===== config.mk =====
export PLATFORM = sky130hd
export DESIGN_NAME = apop_mul
export DESIGN_NICKNAME = d
export VERILOG_FILES = /design/src/rtl/apop_pkg.sv /design/src/rtl/apop_mul.sv
export SDC_FILE = /design/constraint.sdc
export NUM_CORES = 2
export LEC_CHECK = 0
export BUFFER_PORTS_ARGS = -buffer_cell sky130_fd_sc_hd__buf_2
export CAP_MARGIN = 20
export CORE_MARGIN = 2
export CORE_UTILIZATION = 30
export DETAILED_ROUTE_END_ITERATION = 12
export GPL_TIMING_DRIVEN = 0
export MAX_ROUTING_LAYER = met4
export PLACE_DENSITY = 0.54
export SYNTH_ARGS = -nofsm -noshare
export SYNTH_HDL_FRONTEND = slang
export SYNTH_SLANG_ARGS = --single-unit

===== constraint.sdc =====
create_clock -name i_clk -period 15.1 [get_ports i_clk]
set_clock_uncertainty 0.2 [all_clocks]
set_input_delay 0.755 -clock i_clk [delete_from_list [all_inputs] [get_ports i_clk]]
set_output_delay 0.755 -clock i_clk [all_outputs]
set_load 0.01 [all_outputs]

===== src/rtl/apop_pkg.sv =====
package apop_pkg;

    localparam int unsigned MAX_STEPS_DEF  = 1024;
    localparam int unsigned COUNT_BITS_DEF = 24;

    localparam int unsigned PRICE_W = 32;
    localparam int unsigned SUM_W   = 42;
    localparam int unsigned TOTAL_W = 56;
    localparam int unsigned LEN_W   = 11;
    localparam int unsigned CFG_W   = 32;
    localparam int unsigned IDX_W   = 3;
    localparam int unsigned MUL_W   = 33;

    localparam logic [30:0] LOG2E_Q30 = 31'd1549082005;
    localparam logic [30:0] LN2_Q30   = 31'd744261118;
    localparam logic [31:0] ONE_Q31   = 32'h8000_0000;
    localparam int unsigned TAYLOR_N  = 10;

    localparam logic [IDX_W-1:0] REG_START    = 3'd0;
    localparam logic [IDX_W-1:0] REG_STRIKE   = 3'd1;
    localparam logic [IDX_W-1:0] REG_DRIFT    = 3'd2;
    localparam logic [IDX_W-1:0] REG_VOL      = 3'd3;
    localparam logic [IDX_W-1:0] REG_DISCOUNT = 3'd4;
    localparam logic [IDX_W-1:0] REG_PATH_LEN = 3'd5;

    typedef struct packed {
        logic [30:0] mult;
        logic [2:0]  shift;
    } t_recip;

    // exact v/n for v < 2^30: (v*mult) >> (30+shift)
    function automatic t_recip recip(input logic [3:0] n);
        t_recip r;
        r.mult  = 31'd1073741824;
        r.shift = 3'd0;
        case (n)
            4'd2:    begin r.mult = 31'd1073741824; r.shift = 3'd1; end
            4'd3:    begin r.mult = 31'd1431655766; r.shift = 3'd2; end
            4'd4:    begin r.mult = 31'd1073741824; r.shift = 3'd2; end
            4'd5:    begin r.mult = 31'd1717986919; r.shift = 3'd3; end
            4'd6:    begin r.mult = 31'd1431655766; r.shift = 3'd3; end
            4'd7:    begin r.mult = 31'd1227133514; r.shift = 3'd3; end
            4'd8:    begin r.mult = 31'd1073741824; r.shift = 3'd3; end
            4'd9:    begin r.mult = 31'd1908874354; r.shift = 3'd4; end
            4'd10:   begin r.mult = 31'd1717986919; r.shift = 3'd4; end
            default: begin r.mult = 31'd1073741824; r.shift = 3'd0; end
        endcase
        return r;
    endfunction

endpackage


===== src/rtl/apop_mul.sv =====
module apop_mul (
    input  logic                               i_clk,
    input  logic signed [apop_pkg::MUL_W-1:0]  i_a,
    input  logic signed [apop_pkg::MUL_W-1:0]  i_b,
    output logic signed [2*apop_pkg::MUL_W-1:0] o_prod
);

    logic signed [2*apop_pkg::MUL_W-1:0] r_prod;

    always_ff @(posedge i_clk) begin
        r_prod <= i_a * i_b;
    end

    assign o_prod = r_prod;

endmodule


==> impl_metrics.csv <==
group,metric,value,unit
drt,via_count,30800,
sta,grt_setup_unrepaired,"false",
logic_synthesis,syn_area,40700,sq um
logic_synthesis,synth_area_per_cell,9.39,sq um
clocking,cts_buffer_depth,2,
drt,routed_wl,160000,microns
place,gp_congestion,1.01,
critical_path,crit_type,"in -> reg",
logic_synthesis,synth_largest_area_cell,"fa_1",
clocking,clock-root-buffer,"clkbuf_16",
die,ios,133,
final_layout,largest_register_ffs,66,
logic_synthesis,synth_top_area_frac,0.563,
drt,drt_iter0_markers,2905,
sta,worst_pin_slew,1250,ps
sta,post-route-period-util,0.673,
final_layout,drive_above_1_share,0.0456,
logic_synthesis,synth_edf_count,0,
critical_path,worstPathRequired,15200,ps
critical_path,cp_max_fo,10,
global_route,grt_max_degree,21,
logic_synthesis,syn-num-nets,5767,
sta,slew_headroom,0.164,
clocking,clock_sinks,66,
drt,wl_per_cell,25.3,microns
min_path,whs_path_depth,2,
global_route,grt_usage,0.245,
sta,fmax,98.3,MHz
min_path,hold_path_class,"in -> reg",
min_path,min_from,"i_a[0]",
sta,period_needed,10170,ps
die,die_area,139000,sq um
global_route,grt_pass1_wl,233000,microns
place,dp_hpwl,137000,microns
sta,hold_violations,0,
sta,finalSetupTns,0,ps
logic_synthesis,async_reset_ff_frac,0,
place,portBuffers,132,
logic_synthesis,synth_area_leaders,"fa_1 56%, inv_1 10%, and2_1 8.6%",
clocking,post-cts-setup-buffer-count,0,
die,coreArea,135000,sq um
die,start_util,0.301,
die,die_y,372,microns
clocking,cts.clk_slew.worst_paths,70,ps
sta,finalSetupViolCount,0,
critical_path,cp.arrival,10260,ps
global_route,grt_overflow,0,
clocking,cts_tree,"done",
drt,via_per_inst,4.87,
logic_synthesis,ys_seq_area_frac,0.0324,
status,status,"finished clean",
clocking,cts_buffers,9,
logic_synthesis,ys_seq_elements,66,
clocking,hold_buffers,0,
job,drv_cap,0,
drt,drcViolationCount,0,
final_layout,syn2layout_area_growth,8.39,%
sta,drv_slew,0,
logic_synthesis,synth_cell_types,80,
critical_path,crit_path_start_kind,"primary input",
global_route,antenna_found_initial,49,
die,die_w,372,microns
die,rows,135,
logic_synthesis,synth_flop_cell,"dfxtp_1",
drt,first_pass_iters,6,
final_layout,finalNetCount,5919,
logic_synthesis,yosysWarnings,0,
clocking,h-tree-depth,3,
clocking,postCtsResizedCells,0,
logic_synthesis,postSynthCellCount,4338,
global_route,grt_pass1_vias,33100,
min_path,holdPathEnd,"o_prod[0]$_DFF_P_",
logic_synthesis,yosys-top-cells-count,"1145 x fa_1, 1131 x inv_1, 562 x and2_1",
drt,antenna_left,0,
critical_path,end_kind,"flop",
logic_synthesis,synth_most_common_cell,"fa_1",
[worst max path at each step]
stage | startpoint | cells after the start | end | slack (ps)
after CTS | i_a[32] | 24 | o_prod[58]$_DFF_P_ | 4490
final | i_b[0] | 25 | o_prod[58]$_DFF_P_ | 4930
after global routing | i_a[32] | 25 | o_prod[58]$_DFF_P_ | 4530
after detailed placement | i_a[32] | 24 | o_prod[58]$_DFF_P_ | 4090
after floorplan | i_a[32] | 23 | o_prod[62]$_DFF_P_ | 6910
after global placement | i_a[32] | 22 | o_prod[64]$_DFF_P_ | 3960
[final cells by class]
class / count / area (sq um)
clock inverters: 4 / 50.0
repair buffers: 141 / 797
clock buffers: 12 / 256
well taps: 1781 / 2230
fillers: 14300 / 91000
multi-input cells: 2920 / 34300
inverters: 1131 / 4250
plain buffers: 221 / 851
diodes: 35 / 87.6
flip-flops and latches: 66 / 1320
[cells by family after synthesis]
logic type | count (synthesis) | synth area share
XOR/XNOR | 68 | 0.0146
buffers and inverters | 1352 | 0.125
AO/OA/AOI/OAI | 219 | 0.0407
AND/OR/NAND/NOR | 1271 | 0.158
flip-flops | 66 | 0.0324
adder cells (fa/ha/maj) | 1362 | 0.629
[routing by layer]
metal,GRT usage,wire (microns),vias up
met4,0.0872,6650,0
met5,-,0,-
met3,0.0498,15300,297
li1,-,-,12700
met1,0.324,65300,16300
met2,0.374,72400,1434
[worst max-delay path: stages]
cell      delay (ps)
buf_2            190
clkbuf_1         800
nand2_1          220
inv_1            190
fa_1             520
fa_1             580
fa_1             950
inv_1            230
fa_1             620
fa_1             450
fa_1             580
fa_1             430
fa_1             500
inv_1             40
ha_1             250
buf_2            190
and4_1           200
buf_2            160
nand3_1          170
nand2b_1         500
nor2_1           340
a211oi_4         750
a21oi_2          220
nor4b_2          280
a311oi_1          70
[cells in the final DEF, fill, tap and decap left out, types with 7 or more instances in the layout]
cell / instances
nand3_1: 25
nor2_1: 68
a21oi_1: 57
nand2b_1: 12
diode_2: 35
a31oi_1: 8
clkbuf_16: 9
xor2_1: 25
buf_2: 143
o21bai_1: 11
inv_1: 1131
a21o_1: 36
clkbuf_1: 209
nor3_1: 7
xnor2_1: 43
a211oi_1: 7
dfxtp_1: 66
nand4_1: 11
nand2_1: 551
and2_1: 562
fa_1: 1145
o21ai_0: 25
ha_1: 217
[stage by stage]
step	cell area, sq um	utilization	hold slack [ps]	cells	setup WS [ps]
floorplan	40700	-	682	4338	6910
global placement	43600	0.323	952	6251	3960
detailed placement	43700	0.324	947	6258	4090
CTS	44000	0.326	509	6274	4490
global route	44100	0.327	542	6298	4530
finish	44200	0.327	553	6311	4930
Power is not shown: default switching activity piles up to over one toggle a cycle in this logic, so the estimate is an artifact.
