$ cat src/rtl/apop_pkg.sv
package apop_pkg;

    localparam int unsigned MAX_STEPS_DEF  = 1024;
    localparam int unsigned COUNT_BITS_DEF = 24;

    localparam int unsigned PRICE_W = 32;
    localparam int unsigned SUM_W   = 42;
    localparam int unsigned TOTAL_W = 56;
    localparam int unsigned LEN_W   = 11;
    localparam int unsigned CFG_W   = 32;
    localparam int unsigned IDX_W   = 3;
    localparam int unsigned MUL_W   = 33;

    localparam logic [30:0] LOG2E_Q30 = 31'd1549082005;
    localparam logic [30:0] LN2_Q30   = 31'd744261118;
    localparam logic [31:0] ONE_Q31   = 32'h8000_0000;
    localparam int unsigned TAYLOR_N  = 10;

    localparam logic [IDX_W-1:0] REG_START    = 3'd0;
    localparam logic [IDX_W-1:0] REG_STRIKE   = 3'd1;
    localparam logic [IDX_W-1:0] REG_DRIFT    = 3'd2;
    localparam logic [IDX_W-1:0] REG_VOL      = 3'd3;
    localparam logic [IDX_W-1:0] REG_DISCOUNT = 3'd4;
    localparam logic [IDX_W-1:0] REG_PATH_LEN = 3'd5;

    typedef struct packed {
        logic [30:0] mult;
        logic [2:0]  shift;
    } t_recip;

    // exact v/n for v < 2^30: (v*mult) >> (30+shift)
    function automatic t_recip recip(input logic [3:0] n);
        t_recip r;
        r.mult  = 31'd1073741824;
        r.shift = 3'd0;
        case (n)
            4'd2:    begin r.mult = 31'd1073741824; r.shift = 3'd1; end
            4'd3:    begin r.mult = 31'd1431655766; r.shift = 3'd2; end
            4'd4:    begin r.mult = 31'd1073741824; r.shift = 3'd2; end
            4'd5:    begin r.mult = 31'd1717986919; r.shift = 3'd3; end
            4'd6:    begin r.mult = 31'd1431655766; r.shift = 3'd3; end
            4'd7:    begin r.mult = 31'd1227133514; r.shift = 3'd3; end
            4'd8:    begin r.mult = 31'd1073741824; r.shift = 3'd3; end
            4'd9:    begin r.mult = 31'd1908874354; r.shift = 3'd4; end
            4'd10:   begin r.mult = 31'd1717986919; r.shift = 3'd4; end
            default: begin r.mult = 31'd1073741824; r.shift = 3'd0; end
        endcase
        return r;
    endfunction

endpackage

$ cat src/rtl/apop_div.sv
module apop_div #(
    parameter int unsigned DW = apop_pkg::SUM_W,
    parameter int unsigned VW = apop_pkg::LEN_W
) (
    input  logic          i_clk,
    input  logic          i_rst_n,
    input  logic          i_start,
    input  logic [DW-1:0] i_dividend,
    input  logic [VW-1:0] i_divisor,
    output logic          o_done,
    output logic [DW-1:0] o_quot
);

    localparam int unsigned CW = $clog2(DW + 1);

    logic          r_busy;
    logic          r_done;
    logic [CW-1:0] r_cnt;
    logic [VW-1:0] r_rem;
    logic [VW-1:0] r_div;
    logic [DW-1:0] r_quot;
    logic [VW:0]   n_trial;
    logic          n_ge;

    always_comb begin
        n_trial = {r_rem, r_quot[DW-1]};
        n_ge    = n_trial >= {1'b0, r_div};
    end

    always_ff @(posedge i_clk) begin
        if (!i_rst_n) begin
            r_busy <= 1'b0;
            r_done <= 1'b0;
            r_cnt  <= '0;
        end else begin
            r_done <= 1'b0;
            if (i_start) begin
                r_busy <= 1'b1;
                r_cnt  <= '0;
                r_rem  <= '0;
                r_div  <= i_divisor;
                r_quot <= i_dividend;
            end else if (r_busy) begin
                r_rem  <= n_ge ? VW'(n_trial - {1'b0, r_div}) : n_trial[VW-1:0];
                r_quot <= {r_quot[DW-2:0], n_ge};
                r_cnt  <= r_cnt + 1'b1;
                if (r_cnt == CW'(DW - 1)) begin
                    r_busy <= 1'b0;
                    r_done <= 1'b1;
                end
            end
        end
    end

    assign o_done = r_done;
    assign o_quot = r_quot;

    a_done_after_busy: assert property (@(posedge i_clk) disable iff (!i_rst_n)
        r_done |-> $past(r_busy))
        else $error("divider done without a running divide");

    a_start_busy: assert property (@(posedge i_clk) disable iff (!i_rst_n)
        i_start |=> r_busy)
        else $error("divider did not start");

endmodule

$ cat config.mk
export PLATFORM = sky130hd
export DESIGN_NAME = apop_div
export DESIGN_NICKNAME = d
export VERILOG_FILES = /design/src/rtl/apop_pkg.sv /design/src/rtl/apop_div.sv
export SDC_FILE = /design/constraint.sdc
export NUM_CORES = 1
export LEC_CHECK = 0
export ABC_AREA = 1
export BUFFER_PORTS_ARGS = -buffer_cell sky130_fd_sc_hd__buf_2
export CAP_MARGIN = 20
export CORE_AREA = 10 10 96 98
export CTS_CLUSTER_SIZE = 20
export DETAILED_ROUTE_END_ITERATION = 10
export DIE_AREA = 0 0 106 108
export GPL_ROUTABILITY_DRIVEN = 1
export GPL_TIMING_DRIVEN = 0
export PLACE_DENSITY_LB_ADDON = 0.1
export SYNTH_ARGS = -nofsm -noshare
export SYNTH_HDL_FRONTEND = slang
export SYNTH_SLANG_ARGS = --single-unit
$ cat constraint.sdc
create_clock -name i_clk -period 3.5 [get_ports i_clk]
set_input_delay 0.875 -clock i_clk [delete_from_list [all_inputs] [get_ports i_clk]]
set_output_delay 0.875 -clock i_clk [all_outputs]
set_load 0.02 [all_outputs]
==> summary.txt, run 1 <==
status = finished, final reports clean
I/O Buffers = 98
die outline width = 106 um
Post-CTS Resized = 0
Layout area overhead = 23.2%
Pwr Total = 2360 uW
syn_area_per_cell = 8.57 sq um
Vias = 3,111
RSZ-0062 raised after global routing = false
critical path class = primary input to flip-flop
GR Overflow Total = 0
TritonCTS clock tree = built
critical path capture point type = flip-flop
final setup vio count = 0
via count of the first global-routing pass = 3,150
core area = 0.00745 sq mm
max cap viols = 0
Max Fclk = 443 MHz
Slew Limit Fails = 0
DRC viols = 0
drt first pass iters = 4
DR WL/cell = 13.4 um
Cell Area, Synth = 0.00380 sq mm
worst hold path type = flip-flop to flip-flop
Root Driver = clkbuf_8
worst relative slew slack = 64.3%
boundary pin count = 99
HPWL Detailed = 6710 um
H-Tree Depth = 3
initial antenna violation count = 1
Ant. Diodes = 0
skew final = 0.0126 ns
synth top area cells = edfxtp_1, nand2_1, inv_1
Site Rows = 32
Die Span Y = 108 um
Vias/cell = 4.71
pwr dens = 504 mW/mm^2
Placer Congestion = 0.848
die area = 0.0114 sq mm
clock-pin slew on the worst setup and hold paths = 0.08 ns
Peak supply drop = 0.000247 V
Placed Cells = 644
register area share after synthesis = 54.8%
WP data arrival = 2.29 ns
largest net degree at the start of global routing = 36
Starting Density = 51.0%
CTS sink cnt = 72
Tcrit/Tclk final = 64.5%
synth warn = 0
post-synth top area cell = edfxtp_1
leakage power = 0.00235 uW
Worst Path Max Fanout = 35
Setup Fix Bufs, Post-CTS = 0
Final #Nets = 623
first-pass GRT wire length = 14,500 um
number of CTS-inserted buffers = 9
total detailed-routing wirelength = 8860 um
Worst EP required = 3.53 ns
antenna-violating nets left = 0
CTS Hold Bufs = 0
Tmin final = 2.26 ns
top-area cell type share of the netlist area = 50.6%
Finished Layout Cells = 660
clk_lat worst skew = 0.35 ns
Initial DRC Count = 126
Yosys cell types = 28
number of hold violations in the final report = 0
FF+latch count, synth = 72
total track usage = 15.6%
CP startpoint kind = primary input
Cells after Synth = 443
layout cell share with drive strength beyond 1 = 24.9%
Bufs on Longest Clock Path = 2
Syn Nets = 513
Slew @ Worst Pin = 0.533 ns
-- critical path, stage by stage --
cell	delay, ns
buf_2	0.11
clkbuf_1	0.40
nand2_1	0.15
nand2_2	0.44
buf_12	0.28
-- registers in the layout, summed over array words and instances, names as in the netlist --
signal,cells
r_div,11
o_quot,42
r_busy,1
r_cnt,6
r_rem,11
o_done,1
-- final timing paths --
check	slack (ns)	from	cells after the start	endpoint
worst max-delay path	1.24	i_start	5	o_quot[13]
worst min-delay path	0.51	r_cnt[4]	2	r_cnt[4]
worst max register to register	1.31	o_quot[41]	12	r_rem[6]
worst min register to register	0.51	r_cnt[4]	2	r_cnt[4]
-- final cells by class --
class                      count  area [sq um]
fill                         671          2770
sequential                    72          2080
multi-input combinational    302          1440
timing repair buffer          99           510
clock buffer                  15           231
inverter                      55           206
tap                          102           128
buffer                        14          73.8
clock inverter                 1          8.76
-- Yosys cell counts, drive strengths merged --
cell type	number
a21oi	8
buf	8
clkbuf	6
clkinv	1
dfxtp	8
edfxtp	64
fa	1
ha	13
inv	54
nand2	198
nand3	17
nand4	13
nor2	38
nor3	4
nor4	1
o21a	1
o21ai	5
xnor2	1
xor2	2
-- cell families (layout without fill, tap and decap cells) --
logic type	Yosys count	in the layout	synth area share, %
simple gates	271	271	30.3
flops	72	72	54.8
buf+inv	69	184	7.38
fa+ha+maj	14	14	4.81
compound gates	14	14	2.01
xor+xnor	3	3	0.692
-- power breakdown --
group          switching [uW]  internal [uW]
sequential               37.6           1030
clock                     312            434
combinational             347            194
-- placed cells by master (no fill, tap or decap), drive strengths merged, types with 8 or more instances in the layout --
cell type / synthesis / layout
a21oi: 8 / 8
buf: 8 / 107
clkbuf: 6 / 21
dfxtp: 8 / 8
edfxtp: 64 / 64
ha: 13 / 13
inv: 54 / 55
nand2: 198 / 198
nand3: 17 / 17
nand4: 13 / 13
nor2: 38 / 38
-- stage by stage --
| stage | utilization [%] | setup WS (ns) | setup TNS (ns) | hold slack [ns] | area, sq um |
|---|---|---|---|---|---|
| after floorplan | - | 0.672 | 0 | 0.474 | 3800 |
| after global placement | 59.3 | -0.164 | -8.55 | 0.489 | 4410 |
| after detailed placement | 59.6 | 0.823 | 0 | 0.505 | 4440 |
| after CTS | 62.8 | 1.21 | 0 | 0.518 | 4680 |
| after global routing | 62.8 | 1.05 | 0 | 0.546 | 4680 |
| final | 62.8 | 1.24 | 0 | 0.515 | 4680 |
-- routing by layer --
metal	track usage (%)	wire [um]	part of all wire (%)
met2	25.4	4230	48
met3	5.95	666	7.5
met4	6.48	130	1.5
met5	0	0	0
met1	18.1	3830	43
(Power assumes the default switching activity.)
==> inputs of run 2 (changes only) <==
==> constraint.sdc (replaced) <==
create_clock -name i_clk -period 2.2 [get_ports i_clk]
set_input_delay 0.55 -clock i_clk [delete_from_list [all_inputs] [get_ports i_clk]]
set_output_delay 0.55 -clock i_clk [all_outputs]
set_load 0.02 [all_outputs]
==> run 2 against run 1 <==
Net effect:
- global-route usage rose by 0.16 points
- count of clock-buffer cells in the layout fell by 4
- highest routed layer unchanged
- cell area rose by 0.16%
- first-iteration DRC count rose by 45%
- total power rose by 63%
- critical path type is now flip-flop to flip-flop
==> summary.txt, run 2 (same netlist as run 1, synthesis figures left out) <==
critical path capture point type = flip-flop
Root Driver = clkbuf_8
RSZ-0062 raised after global routing = false
die outline width = 106 um
Vias/cell = 4.79
Cell Chain, Critical Path = inv_1, ha_1, fa_2, inv_2, nand3_1, nand3_2, nand3_2, nand3_2, nor2_2, buf_6, nor2_2, nor2_1
Final #Nets = 624
TNS Setup = 0 ns
Ant. Diodes = 0
Worst Path Max Fanout = 10
max cap viols = 0
critical path class = flip-flop to flip-flop
fill count = 695
total track usage = 15.7%
Bufs on Longest Clock Path = 2
skew final = 0.0129 ns
DR WL/cell = 13.8 um
GR Overflow Total = 0
CTS sink cnt = 72
Worst EP required = 2.29 ns
Pwr Total = 3830 uW
layout cell share with drive strength beyond 1 = 25.4%
Site Rows = 32
drt first pass iters = 4
core area = 0.00745 sq mm
fin area = 0.00468 sq mm
first-pass GRT wire length = 14,500 um
clock-pin slew on the worst setup and hold paths = 0.08 ns
die area = 0.0114 sq mm
CP startpoint kind = flip-flop
final core occ = 62.9%
final setup vio count = 0
CP max-delay cell = fa_2
Layout area overhead = 23.4%
TritonCTS clock tree = built
worst hold path type = primary input to flip-flop
Initial DRC Count = 183
max reg flops = 42
via count of the first global-routing pass = 3,123
Peak supply drop = 0.000466 V
commonest non-fill, non-tap cell in the layout = nand2_1
antenna-violating nets left = 0
Slew @ Worst Pin = 0.524 ns
Placer Congestion = 0.840
most frequent cells in the layout = nand2_1, buf_2, edfxtp_1
clk_lat worst skew = 0.34 ns
number of CTS-inserted buffers = 9
Slew Limit Fails = 0
dpl cell area = 0.00444 sq mm
CTS Hold Bufs = 0
HPWL Detailed = 6820 um
WP data arrival = 2.17 ns
Tcrit/Tclk final = 94.6%
pwr dens = 818 mW/mm^2
Critical Path Most Common Cell = nand3_2
Tmin final = 2.08 ns
I/O Buffers = 98
Max Fclk = 480 MHz
Starting Density = 51.0%
DRC viols = 0
boundary pin count = 99
total detailed-routing wirelength = 9120 um
largest net degree at the start of global routing = 36
H-Tree Depth = 3
worst relative slew slack = 64.9%
Vias = 3,166
max incr delay on CP = 0.37 ns
Die Span Y = 108 um
initial antenna violation count = 0
number of hold violations in the final report = 0
leakage power = 0.00235 uW
status = finished, final reports clean
run 2: per-layer routing:
layer,wire length [um],up-vias,global-route usage (%)
met5,0,-,0
met4,118,0,4.93
met3,785,12,6.96
met2,4440,85,25.6
met1,3780,1436,18.4
li1,-,1633,-
run 2: worst max-delay path: cells and delay by family (launching register included):
kind	cells	cell delay (ns)
and+or+nand+nor	7	0.59
adders and majority gates	2	0.60
DFF	1	0.35
buffers and inverters	3	0.29
run 2: final timing paths:
kind                start        to  slack (ns)  cells past startpoint
max reg2reg    o_quot[41]  r_rem[6]        0.12                     12
max            o_quot[41]  r_rem[6]        0.12                     12
min reg2reg      r_cnt[4]  r_cnt[4]        0.52                      2
min          i_divisor[1]  r_div[1]        0.38                      1
run 2: final cells by class:
cell class                 count  area (sq um)  share of cell area [%]
timing repair buffer         100           518                    11.1
buffer                        14          76.3                    1.63
inverter                      55           206                    4.41
multi-input combinational    302          1440                    30.7
clock inverter                 5           104                    2.22
tap                          102           128                    2.72
clock buffer                  11           131                    2.80
sequential                    72          2080                    44.4
run 2: timing repair:
action,CTS,global route
hold endpoints to repair,0,0
buffers inserted,0,1
gates resized for setup,0,3
endpoints found under the setup margin,0,9
run 2: metrics by stage:
step / cells / hold WS, ns / setup WS (ns)
2_1_floorplan: 443 / 0.474 / 0.104
3_3_place_gp: 643 / 0.493 / -0.416
3_5_place_dp: 644 / 0.507 / -0.113
4_1_cts: 660 / 0.365 / 0.0213
5_1_grt: 661 / 0.364 / 0.00721
6_report: 661 / 0.378 / 0.119
run 2: power breakdown:
part	switching [uW]	leakage, uW	internal [uW]	total, uW
Clock	495	0.000118	757	1250
Combinational	559	0.00155	317	877
Sequential	61.3	0.000687	1640	1700
Total	1120	0.00235	2720	3830
==> inputs of run 3 (changes only) <==
--- a/config.mk
+++ b/config.mk
@@ -8,10 +8,10 @@
 export ABC_AREA = 1
 export BUFFER_PORTS_ARGS = -buffer_cell sky130_fd_sc_hd__buf_2
 export CAP_MARGIN = 20
-export CORE_AREA = 10 10 96 98
+export CORE_AREA = 10 10 109 111
 export CTS_CLUSTER_SIZE = 20
 export DETAILED_ROUTE_END_ITERATION = 10
-export DIE_AREA = 0 0 106 108
+export DIE_AREA = 0 0 119 121
 export GPL_ROUTABILITY_DRIVEN = 1
 export GPL_TIMING_DRIVEN = 0
 export PLACE_DENSITY_LB_ADDON = 0.1
==> run 3 against run 2 <==
Net effect:
- fmax shrank 0.57%
- register-to-register slack about the same
- clock power hardly changed
- hold slack worse by 0.0038 ns
- largest cell class unchanged
- cell area grew 2.1%
- setup slack got worse by 0.012 ns
- count of clock-buffer cells in the layout unchanged
- largest power group unchanged
- wire length is 5.3% higher
- highest routed layer unchanged
- combinational power up 3.8%
==> summary.txt, run 3 (same netlist as run 1, synthesis figures left out) <==
CTS sink cnt = 72
Die Span Y = 121 um
Hold EP = r_div[3]
max cap viols = 0
die area = 0.0144 sq mm
WP data arrival = 2.20 ns
fill count = 1,018
I/O Buffers = 98
hold path start = i_divisor[3]
internal power = 2740 uW
Tcrit/Tclk final = 95.1%
Final #Nets = 628
max reg flops = 42
Layout area overhead = 26.0%
status = finished, final reports clean
FF+latch area = 0.00208 sq mm
DRC viols = 0
Setup crit start = o_quot[41]
drt first pass iters = 4
antenna-violating nets left = 0
clk_lat worst skew = 0.35 ns
critical path class = flip-flop to flip-flop
Switch Pwr = 1150 uW
sequential share of power = 43.9%
worst hold path type = primary input to flip-flop
total track usage = 13.3%
CTS Hold Bufs = 0
first-pass GRT wire length = 15,500 um
Worst Path Max Fanout = 5
Worst R2R End = r_rem[8]
initial antenna violation count = 0
core area = 0.00964 sq mm
WHS Path Cells = 1
Clk network pwr share = 32.7%
Max Fclk = 478 MHz
final setup vio count = 0
skew final = 0.00876 ns
Slew Limit Fails = 0
Worst EP required = 2.30 ns
hold slack final = 0.374 ns
Vias = 3,144
Peak supply drop = 0.000302 V
CP startpoint kind = flip-flop
pwr dens = 813 mW/mm^2
GR Overflow Total = 0
worst relative slew slack = 62.5%
Finished Layout Cells = 696
HPWL Detailed = 7150 um
Starting Density = 39.4%
Crit Reg-Reg Startpoint = o_quot[41]
leakage power = 0.00237 uW
commonest non-fill, non-tap cell in the layout = nand2_1
most frequent cells in the layout = nand2_1, buf_2, edfxtp_1
number of hold violations in the final report = 0
TritonCTS clock tree = built
Bufs on Longest Clock Path = 2
layout cell share with drive strength beyond 1 = 26.5%
Root Driver = clkbuf_8
via count of the first global-routing pass = 3,268
number of CTS-inserted buffers = 9
clock-pin slew on the worst setup and hold paths = 0.08 ns
Placed Cells = 675
Site Rows = 36
FF-to-FF path depth = 12
Pwr Total = 3890 uW
DR WL/cell = 13.8 um
total detailed-routing wirelength = 9600 um
Comb pwr share = 23.4%
critical path capture point type = flip-flop
Vias/cell = 4.52
Tmin final = 2.09 ns
Initial DRC Count = 106
Slew @ Worst Pin = 0.561 ns
boundary pin count = 99
die outline width = 119 um
reg-to-reg slack, setup = 0.11 ns
switching part of the total power = 29.5%
Placer Congestion = 0.850
H-Tree Depth = 3
Ant. Diodes = 0
multi-input logic area = 0.00147 sq mm
largest net degree at the start of global routing = 40
-- run 3: what timing repair did --
| action | in CTS | in global routing |
|---|---|---|
| endpoints found under the setup margin | 9 | 11 |
| pin swaps | 0 | 2 |
| gates resized for setup | 0 | 13 |
| cloned | 0 | 1 |
| buffers inserted | 1 | 3 |
-- run 3: layout make-up --
type	instances	share of cell area, %
Tap cell	133	3.48
Multi-Input combinational cell	302	30.7
Sequential cell	72	43.5
Inverter	55	4.32
Buffer	14	1.60
Clock inverter	5	2.17
Timing Repair Buffer	104	11.5
Clock buffer	11	2.75
-- run 3: critical path: stages, from the launching register on --
cell,delay [ns]
edfxtp_1,0.39
inv_2,0.05
ha_2,0.19
fa_2,0.41
inv_2,0.07
nand3_1,0.07
nand3_2,0.13
nand3_4,0.11
nand3_4,0.09
nor2_4,0.05
buf_4,0.17
nor2_2,0.08
nor2_1,0.04
-- run 3: per-layer routing --
metal / part of all wire, % / global-route usage [%]
met3: 7.1 / 4.75
met5: 0 / 0
met4: 1.7 / 5.88
met1: 43 / 15.2
met2: 49 / 21.9
-- run 3: worst max-delay path by stage --
stage,end,slack [ns]
6_report,r_rem[8],0.11
5_1_grt,r_rem[4],-0.02
4_1_cts,r_rem[7],0.009
3_5_place_dp,o_quot[16],-0.10
3_3_place_gp,o_quot[16],-0.45
2_1_floorplan,r_rem[3],0.10
-- run 3: power by group through the flow --
stage | sequential [uW] | clock (uW) | combinational, uW
after floorplan | 1810 | 0 | 529
after global placement | 1740 | 0 | 851
after detailed placement | 1730 | 0 | 868
after CTS | 1710 | 1310 | 874
after global routing | 1720 | 1350 | 1030
final | 1710 | 1270 | 910
-- run 3: stage by stage --
stage	TNS, ns	utilization (%)	worst slack (ns)	instance area, sq um
after global routing	-0.0645	49.6	-0.0204	4780
after CTS	0	48.9	0.00948	4720
after floorplan	0	-	0.104	3800
after detailed placement	-3.96	46.4	-0.103	4480
final	0	49.6	0.107	4780
after global placement	-24.32	46.2	-0.455	4460
